[src/design/dem3_pkg.sv]
// shared types, character codes and helper functions for the decimal entry median block
package dem3_pkg;

   localparam int MAX_CHARS    = 15;
   localparam int CHAR_COUNT_W = $clog2(MAX_CHARS + 1);
   localparam logic [CHAR_COUNT_W-1:0] MAX_CHARS_C = CHAR_COUNT_W'(MAX_CHARS);

   localparam int DATA_W     = 32;
   localparam int HIST_DEPTH = 3;
   localparam int PTR_W      = $clog2(HIST_DEPTH);
   localparam logic [PTR_W-1:0] PTR_LAST = PTR_W'(HIST_DEPTH - 1);

   localparam logic [7:0] CHAR_MINUS = 8'h2d;
   localparam logic [7:0] CHAR_ZERO  = 8'h30;
   localparam logic [7:0] CHAR_NINE  = 8'h39;
   localparam logic [7:0] CHAR_END   = 8'h65;
   localparam logic [7:0] CHAR_CLEAR = 8'h46;

   typedef logic signed [DATA_W-1:0] value_type;

   typedef struct packed {
      logic is_digit;
      logic is_minus;
      logic is_end;
      logic is_clear;
   } char_class_type;

   typedef struct packed {
      logic write;
      logic clear;
   } hist_cmd_type;

   function automatic char_class_type classify(input logic [7:0] ch);
      char_class_type cls;
      cls.is_digit = (ch >= CHAR_ZERO) && (ch <= CHAR_NINE);
      cls.is_minus = (ch == CHAR_MINUS);
      cls.is_end   = (ch == CHAR_END);
      cls.is_clear = (ch == CHAR_CLEAR);
      return cls;
   endfunction

   function automatic value_type mid_of_three(input value_type a, input value_type b,
                                              input value_type c);
      value_type mid;
      if (a < b) begin
         if (b < c)      mid = b;
         else if (a < c) mid = c;
         else            mid = a;
      end else begin
         if (a < c)      mid = a;
         else if (b < c) mid = c;
         else            mid = b;
      end
      return mid;
   endfunction

endpackage

[src/design/dem3_parser.sv]
// running atoi-style parse of the entered characters
module dem3_parser (
   input  logic                    clock,
   input  logic                    reset,
   input  logic                    step,
   input  logic [7:0]              char_code,
   input  dem3_pkg::char_class_type cls,
   output dem3_pkg::value_type     value
);

   logic [dem3_pkg::DATA_W-1:0]       acc_ff, acc_in;
   logic                              neg_ff, neg_in;
   logic                              stop_ff, stop_in;
   logic [dem3_pkg::CHAR_COUNT_W-1:0] count_ff, count_in;
   logic [7:0]                        digit_raw;
   logic [dem3_pkg::DATA_W-1:0]       digit;

   assign digit_raw = char_code - dem3_pkg::CHAR_ZERO;
   assign digit     = dem3_pkg::DATA_W'(digit_raw[3:0]);
   assign value     = neg_ff ? dem3_pkg::value_type'(-acc_ff) : dem3_pkg::value_type'(acc_ff);

   always_comb begin
      acc_in   = acc_ff;
      neg_in   = neg_ff;
      stop_in  = stop_ff;
      count_in = count_ff;
      if (step) begin
         if ((cls.is_digit || cls.is_minus) && (count_ff < dem3_pkg::MAX_CHARS_C)) begin
            if (cls.is_minus) begin
               if (count_ff == '0) neg_in  = 1'b1;
               else                stop_in = 1'b1;
            end else if (!stop_ff) begin
               // times ten as two shifts
               acc_in = (acc_ff << 3) + (acc_ff << 1) + digit;
            end
            count_in = count_ff + 1'b1;
         end else if (cls.is_end) begin
            acc_in   = '0;
            neg_in   = 1'b0;
            stop_in  = 1'b0;
            count_in = '0;
         end
      end
   end

   always_ff @(posedge clock) begin
      if (reset) begin
         acc_ff   <= '0;
         neg_ff   <= 1'b0;
         stop_ff  <= 1'b0;
         count_ff <= '0;
      end else begin
         acc_ff   <= acc_in;
         neg_ff   <= neg_in;
         stop_ff  <= stop_in;
         count_ff <= count_in;
      end
   end

endmodule

[src/design/dem3_history.sv]
// three-entry ring of parsed values with wrapping sum and median
module dem3_history (
   input  logic                   clock,
   input  logic                   reset,
   input  dem3_pkg::hist_cmd_type cmd,
   input  dem3_pkg::value_type    value,
   output dem3_pkg::value_type    sum,
   output dem3_pkg::value_type    median
);

   dem3_pkg::value_type          hist_ff [dem3_pkg::HIST_DEPTH];
   dem3_pkg::value_type          hist_in [dem3_pkg::HIST_DEPTH];
   logic [dem3_pkg::PTR_W-1:0]   ptr_ff, ptr_in, ptr_next;
   logic                         full_ff, full_in, full_next;
   logic signed [dem3_pkg::DATA_W:0] pair;
   logic signed [dem3_pkg::DATA_W:0] pair_adj;

   // ring contents as they stand after this write, used for the outputs
   always_comb begin
      for (int i = 0; i < dem3_pkg::HIST_DEPTH; i++) begin
         hist_in[i] = (ptr_ff == dem3_pkg::PTR_W'(i)) ? value : hist_ff[i];
      end
      ptr_next  = (ptr_ff == dem3_pkg::PTR_LAST) ? '0 : ptr_ff + 1'b1;
      full_next = full_ff || (ptr_ff == dem3_pkg::PTR_LAST);
   end

   assign sum = hist_in[0] + hist_in[1] + hist_in[2];

   // truncate toward zero: bump odd negatives before the arithmetic shift
   assign pair     = {hist_in[0][dem3_pkg::DATA_W-1], hist_in[0]}
                   + {hist_in[1][dem3_pkg::DATA_W-1], hist_in[1]};
   assign pair_adj = pair + {{dem3_pkg::DATA_W{1'b0}}, pair[dem3_pkg::DATA_W] & pair[0]};

   always_comb begin
      if (full_next)
         median = dem3_pkg::mid_of_three(hist_in[0], hist_in[1], hist_in[2]);
      else if (ptr_next == dem3_pkg::PTR_W'(1))
         median = hist_in[0];
      else
         median = dem3_pkg::value_type'(pair_adj >>> 1);
   end

   always_comb begin
      ptr_in  = ptr_ff;
      full_in = full_ff;
      if (cmd.clear) begin
         ptr_in  = '0;
         full_in = 1'b0;
      end else if (cmd.write) begin
         ptr_in  = ptr_next;
         full_in = full_next;
      end
   end

   always_ff @(posedge clock) begin
      if (reset || cmd.clear) begin
         for (int i = 0; i < dem3_pkg::HIST_DEPTH; i++) hist_ff[i] <= '0;
      end else if (cmd.write) begin
         for (int i = 0; i < dem3_pkg::HIST_DEPTH; i++) hist_ff[i] <= hist_in[i];
      end
   end

   always_ff @(posedge clock) begin
      if (reset) begin
         ptr_ff  <= '0;
         full_ff <= 1'b0;
      end else begin
         ptr_ff  <= ptr_in;
         full_ff <= full_in;
      end
   end

endmodule

[src/design/decimal_entry_median_of_three.sv]
// decimal entry top level: input register, parse and ring update, result register
// the 'e' character waits in the input register; the result register loads when it advances
// throughput: one character per cycle while no held result stalls an end character
// a held result stalls only characters that produce a result, others keep flowing
// reset (synchronous): parser state, ring, pointer and both channels are cleared
module decimal_entry_median_of_three (
   input  logic                clock,
   input  logic                reset,
   input  logic                req_valid,
   output logic                req_ready,
   input  logic [7:0]          req_char_code,
   output logic                rsp_valid,
   input  logic                rsp_ready,
   output logic signed [31:0]  rsp_typed_value,
   output logic signed [31:0]  rsp_history_sum,
   output logic signed [31:0]  rsp_median_value
);

   logic                     in_valid_ff, in_valid_in;
   logic [7:0]               in_char_ff;
   logic                     rsp_valid_ff, rsp_valid_in;
   dem3_pkg::value_type      typed_ff, sum_ff, median_ff;
   dem3_pkg::char_class_type cls;
   dem3_pkg::hist_cmd_type   hist_cmd;
   dem3_pkg::value_type      value, sum, median;
   logic                     advance;
   logic                     load;

   assign cls     = dem3_pkg::classify(in_char_ff);
   assign advance = in_valid_ff && (!cls.is_end || !rsp_valid_ff || rsp_ready);
   assign load    = advance && cls.is_end;

   assign req_ready = !in_valid_ff || advance;

   assign hist_cmd.write = load;
   assign hist_cmd.clear = advance && cls.is_clear;

   dem3_parser u_parser (
      .clock     (clock),
      .reset     (reset),
      .step      (advance),
      .char_code (in_char_ff),
      .cls       (cls),
      .value     (value)
   );

   dem3_history u_history (
      .clock  (clock),
      .reset  (reset),
      .cmd    (hist_cmd),
      .value  (value),
      .sum    (sum),
      .median (median)
   );

   always_comb begin
      in_valid_in = in_valid_ff;
      if (req_ready) in_valid_in = req_valid;
      rsp_valid_in = rsp_valid_ff && !rsp_ready;
      if (load) rsp_valid_in = 1'b1;
   end

   always_ff @(posedge clock) begin
      if (reset) begin
         in_valid_ff  <= 1'b0;
         rsp_valid_ff <= 1'b0;
      end else begin
         in_valid_ff  <= in_valid_in;
         rsp_valid_ff <= rsp_valid_in;
      end
   end

   always_ff @(posedge clock) begin
      if (req_valid && req_ready) in_char_ff <= req_char_code;
      if (load) begin
         typed_ff  <= value;
         sum_ff    <= sum;
         median_ff <= median;
      end
   end

   assign rsp_valid        = rsp_valid_ff;
   assign rsp_typed_value  = typed_ff;
   assign rsp_history_sum  = sum_ff;
   assign rsp_median_value = median_ff;

   // a loaded result is always offered in the next cycle
   a_load_shows: assert property (@(posedge clock) disable iff (reset)
      load |=> rsp_valid)
      else $error("result load did not raise rsp_valid");

   // a result still waiting is never overwritten
   a_no_overwrite: assert property (@(posedge clock) disable iff (reset)
      (rsp_valid && !rsp_ready) |-> !load)
      else $error("held result overwritten");

   // an empty input register always takes a transaction
   a_empty_ready: assert property (@(posedge clock) disable iff (reset)
      !in_valid_ff |-> req_ready)
      else $error("input stage empty but not ready");

   // a transaction that is not an end character never creates a result
   a_only_end: assert property (@(posedge clock) disable iff (reset)
      (advance && !cls.is_end && !rsp_valid) |=> !rsp_valid)
      else $error("result without end character");

endmodule
[config.mk]
export PLATFORM = sky130hd
export DESIGN_NAME = decimal_entry_median_of_three
export DESIGN_NICKNAME = d
export VERILOG_FILES = /design/src/design/dem3_pkg.sv /design/src/design/dem3_parser.sv /design/src/design/dem3_history.sv /design/src/design/decimal_entry_median_of_three.sv
export SDC_FILE = /design/constraint.sdc
export NUM_CORES = 1
export LEC_CHECK = 0
export BUFFER_PORTS_ARGS = -buffer_cell sky130_fd_sc_hd__buf_2
export CAP_MARGIN = 20
export CORE_MARGIN = 4
export CORE_UTILIZATION = 40
export CTS_CLUSTER_SIZE = 40
export DETAILED_ROUTE_END_ITERATION = 16
export HOLD_SLACK_MARGIN = 0.12
export PLACE_DENSITY = 0.6
export SYNTH_ARGS = -nofsm -noshare
export SYNTH_HDL_FRONTEND = slang
export SYNTH_SLANG_ARGS = --single-unit
[constraint.sdc]
create_clock -name clock -period 7.6 [get_ports clock]
set_input_delay 0.38 -clock clock [delete_from_list [all_inputs] [get_ports clock]]
set_output_delay 0.38 -clock clock [all_outputs]
set_load 0.02 [all_outputs]
==> Word-level counts from Yosys, hierarchy flattened <==
Memories as Yosys holds them, arrays and structs flattened.
Index checks and enable logic that the tools add are counted.
W data, S select, Z words.
{ "op_classes": {"n_bitwise": 4, "shift": 0, "n_eq_ne": 11, "multipliers": 0, "addsub": 10, "n_reduce_logical": 25, "magnitude_cmp": 6, "n_div": 0, "mux": 34} }
{ "op_table": {"columns": ["operator", "count"], "rows": [
  ["$mux W32", 18],
  ["$add A32 B32 Y32", 3],
  ["$lt A32 B32 Y1", 3],
  ["$add A32 B32 Y33", 1],
  ["$add A33 B1 Y33", 1],
  ["$add A32 B4 Y32", 1],
  ["$neg A32 Y32", 1],
  ["$eq A8 B7 Y1 const B", 2],
  ["$mux W1", 13],
  ["$reduce_and A4 Y1", 3],
  ["$eq A8 B6 Y1 const B", 1],
  ["$ge A8 B6 Y1 const B", 1],
  ["$le A8 B6 Y1 const B", 1],
  ["$mux W4", 2],
  ["$ne A2 B2 Y1 const B", 4],
  ["$logic_and A1 B1 Y1", 7],
  ["$logic_or A1 B1 Y1", 6],
  ["$add A4 B1 Y4 const B", 1],
  ["$eq A2 B1 Y1 const B", 2],
  ["$logic_not A1 Y1", 4],
  ["$logic_not A4 Y1", 1],
  ["$lt A4 B4 Y1 const B", 1],
  ["$sub A4 B1 Y4 const B", 1],
  ["$or A1 B1 Y1", 3],
  ["other kinds (9)", 9]
]} }
{ "totals": {"n_memories": 1, "wordCells": 103, "input_bits": 12, "mem_bits_rw": 96, "latch_bits": 0, "rom_bits": 0, "regBits": 147, "out_inout_bits": 98} }
{ "mem_list": {"columns": ["memory", "depth", "word_bits", "read_ports", "rd_ports_with_merged_regs", "write_ports", "line", "text"], "rows": [
  ["u_history.hist_ff", 3, 32, 3, 0, 3, "dem3_history.sv:11", "dem3_pkg::value_type hist_ff [dem3_pkg::HIST_DEPTH];"]
]} }

==> Logic depth before layout (Yosys ltp) <==
{ "depth": {"depth_word": 10, "depth_mapped": 29, "mapped_depth_nobuf": 27} }

==> Cells and area by module <==
Synthesis repeated with hierarchy kept, for this count alone.
{ "hier_totals": {"hier_cells": 2210, "hier_area_um2": 20388.3} }
{ "modules_own_cells": {"columns": ["mod", "instances", "area_per_inst_um2", "cells_per_inst"], "rows": [
  ["dem3_history", 1, 12948.7, 1545],
  ["dem3_parser", 1, 4081.4, 534],
  ["decimal_entry_median_of_three", 1, 3358.2, 131]
]} }

==> Least setup slack after synthesis <==
Ideal clock, no wire load.
{ "synth_timing": {"path_type": "register to register", "from": "register u_parser.acc_ff[0] in the netlist's numbering", "to": "register median_ff[31], in the netlist rsp_median_value[31] (data pin)", "setup_slack_ns": 1.180, "arrival_time_ns": 6.151, "stages_incl_launch_ff": 29, "period_less_slack_ns": 6.420, "cell_sequence": "dfxtp_1 clkbuf_1 inv_1 ha_1 or4b_1 or3_1 o31ai_1 xor2_1 nand2_1 o21ai_0 inv_1 ha_1 clkbuf_1 and2_1 a221oi_2 a21boi_0 o31ai_1 or2_2 o21ai_0 nor2_1 ha_1 nand2_1 nor3_1 nand4b_1 nor4b_1 nand2_1 o41a_1 a311oi_1 o31ai_1"} }
{ "synth_lines": {"columns": ["item", "line", "text"], "rows": [
  ["start: declaration", "dem3_parser.sv:11", "logic [dem3_pkg::DATA_W-1:0] acc_ff, acc_in;"],
  ["start signal: assignment", "dem3_parser.sv:53", "acc_ff <= acc_in;"],
  ["end signal: assignment", "decimal_entry_median_of_three.sv:78", "median_ff <= median;"],
  ["end: declaration", "decimal_entry_median_of_three.sv:22", "dem3_pkg::value_type typed_ff, sum_ff, median_ff;"]
]} }

==> results.md <==
* Final wirelength at 63700 µm
* Final period util at 94.9%
* RSZ-0062 raised after global routing: false
* ANT nets after route at 0
* FF-to-FF Start: u_parser.acc_ff[14]
* MaxCap Viol Count at 0
* Layout Skew at 0.0415 ns
* Final hold vios at 0
* Sum of negative setup slack at 0 ns
* Data required, critical path at 7.92 ns
* Startpoint class of the critical path: flip-flop
* Clock share of power at 46.9%
* Hold path cells at 2
* DR top layer: met4
* Tightest Hold Check Type: in -> reg
* Max-slew violations at 0
* FP Rows at 82
* P_sw at 0.000877 W
* Slew @ Worst Pin at 0.944 ns
* CTS tree: done
* PwrDens at 148 mW/mm²
* Core area at 0.0501 mm²
* Initial antenna violation count at 0
* Worst Setup SP: u_parser.acc_ff[14]
* Post-DP HPWL at 47900 µm
* Root cell of the clock tree: clkbuf_16
* Worst R2R End: rsp_median_value[31]
* EDFF count, synth at 200
* Status: finished clean
* Filler Cell Count at 4918
* Leakage at 10.6 nW
* # setup viols final at 0
* Via count at 17.8k
* CP Capture Type: flip-flop
* Crit Path Class: reg -> reg
* Reg-to-reg setup timing slack at 0.39 ns
* H-tree Lvls at 1
* CTS Buffer Depth at 3
* Main synth FF type: edfxtp_1
* Internal power at 0.00256 W
* DRT iter0 DRCs at 1468
* Worst-Skew Late Latency at 0.62 ns
* I/O Pins at 110
* Post-CTS setup buffer count at 0
* Tot GR Track Use at 23.0%
* Die height at 233 µm
* Effective utilization at floorplan at 40.4%
* WL per Instance at 20.4 µm
* Residual DRC count at 0
* Yosys reg bits at 243
* Post-layout minimum cycle time at 7.21 ns
* Reg2Reg Depth at 24
* PnR Total Power at 0.00344 W
* Fin area at 0.0232 mm²
* Synth Cell Area at 0.0202 mm²
* CTS Buf Count at 31
* Total die area at 0.0542 mm²
* Met3 Wirelength at 3520 µm
* Net Sw Frac at 25.5%
* CP max FO at 8
* Max IR drop VDD at 0.000171 V
* Critical path data arrival time at 7.53 ns
* Area Growth Syn to Fin at 15.0%
* M1 WL at 29400 µm
* Commonest non-fill, non-tap cell in the layout: nor2_1
* Avg Inst Size Synth at 8.90 µm²
* GPL Wtd Cong at 0.933
* Antenna cells at 0
* Initial DRT Pass Iterations at 6
* Clock slew at reported path FFs at 0.06 ns
* Routed vias/inst at 5.72
* Hold path startpoint: reset
* Max Fclk at 139 MHz
* Wire length on met2 at 29000 µm
* Total gr overflow at 0
* Syn Inst Count at 2271
* CTS Sinks at 243
* PortBufs at 109
* Flop pwr share at 42.8%
* Normalized max-slew margin at 37.1%
* Synth Warn # at 0
* Number of global-route vias before repair at 17.4k
* Synth cell types at 94
* Die width at 233 µm
* Sequential-to-total area share from yosys stat at 34.0%
* Hold path endpoint: u_parser.acc_ff[9]
* Pin count of the biggest net entering global routing at 97
* Nets at 2686
* Post-placement cell area at 0.0220 mm²
* Combinational fraction of design power at 10.4%
* Share of cells above drive strength 1 at 12.7%
* FFs w/ async S/R, synth at 0%
* Most frequent cells in the layout: 267 x nor2_1, 219 x ha_1, 206 x inv_1
* Post-Syn Nets at 2537
* First-pass GRT wire length at 99300 µm
metrics by stage:
stage | hold WS, ns | util [%] | std cells | setup slack (ns)
floorplan | 0.474 | - | 2271 | 1.18
global placement | 0.510 | 43.9 | 3046 | 0.406
detailed placement | 0.513 | 43.9 | 3048 | 0.180
CTS | 0.379 | 46.3 | 3117 | 0.128
global route | 0.433 | 46.4 | 3117 | 0.0285
finish | 0.407 | 46.4 | 3117 | 0.391
cells in the mapped netlist (all sizes together), types with 13 or more instances:
library cell    n  area (µm²)
o22ai          16         106
xnor2          75         657
o21a           15         113
nand3          67         335
nor3           52         270
nor2          269        1010
edfxtp        200        6010
fa             35         701
o31ai          14         124
clkbuf         76         285
dfxtp          43         861
inv           207         777
nand2b         28         175
ha            219        2740
nor4           14         118
xor2           51         447
o21ai         140         704
and2           13        81.3
a22oi          24         180
nand4          22         174
nand2         149         559
a21oi         189         950
buf            14        56.3
or3            14        87.6
mux2i          15         154
a21o           41         308
a31oi          20         125
nor2b          15        93.8
or4            15         116
a211oi         19         143
o211ai         22         165
worst max-delay path by stage:
stage / end / cells after the start
2_1_floorplan: rsp_median_value[31] / 28
3_3_place_gp: rsp_median_value[31] / 23
3_5_place_dp: rsp_median_value[31] / 24
4_1_cts: rsp_median_value[31] / 24
5_1_grt: rsp_median_value[31] / 26
6_report: rsp_median_value[31] / 24
power by group through the flow:
stage | clock network (W) | logic (W) | registers (W)
finish | 0.00161 | 0.000356 | 0.00147
CTS | 0.00164 | 0.000352 | 0.00147
global placement | 0 | 0.000340 | 0.00150
global route | 0.00170 | 0.000391 | 0.00147
floorplan | 0 | 0.000228 | 0.00150
detailed placement | 0 | 0.000345 | 0.00150
sequential cells by signal, indices dropped and copies added, names as in the netlist:
signal	count
in_char_ff	8
in_valid_ff	1
rsp_history_sum	32
rsp_median_value	32
rsp_typed_value	32
rsp_valid	1
u_history.full_ff	1
u_history.hist_ff	96
u_history.ptr_ff	2
u_parser.acc_ff	32
u_parser.count_ff	4
u_parser.neg_ff	1
u_parser.stop_ff	1
final cells by class:
type | count | area [µm²] | area share (%)
repair buffers | 206 | 1330 | 5.73
clock inverters | 22 | 297 | 1.28
well taps | 672 | 841 | 3.62
flip-flops and latches | 243 | 6870 | 29.5
inverters | 207 | 779 | 3.35
multi-input cells | 1731 | 12300 | 53.0
clock buffers | 36 | 805 | 3.46
repair_timing:
item,CTS,global route
hold endpoints to repair,10,0
gates resized for setup,0,9
setup endpoints to repair,0,5
hold buffers,11,0
critical path: stages, from the launching register on:
cell and delay [ns]:
dfxtp_1 0.41, or4_1 0.65, or4_1 0.46, or3_1 0.46, o31a_1 0.33, xnor2_1 0.29, inv_1 0.11, nor2_1 0.19
o21bai_1 0.27, inv_1 0.18, ha_1 0.39, a2111oi_0 0.44, o21ai_0 0.15, o311ai_0 0.25, o21ai_1 0.27, nor2_1 0.16
ha_1 0.19, nand2_1 0.11, nor3_1 0.16, nand4b_1 0.23, nor4b_4 0.34, nand2_1 0.16, o41a_1 0.34, a311oi_1 0.27
o31ai_1 0.11
logic make-up after synthesis:
logic type | share of synthesized area [%]
buf+inv | 5.53
xor+xnor | 5.46
compound gates | 19.7
mux | 1.04
flops | 34.0
fa+ha+maj | 17.0
simple gates | 17.3
layer usage:
metal	vias to the layer above	global-route usage (%)
li1	8524	-
met1	8674	32.6
met2	513	37.6
met3	108	2.30
met4	0	6.43
met5	-	0
(Power assumes the default switching activity.)
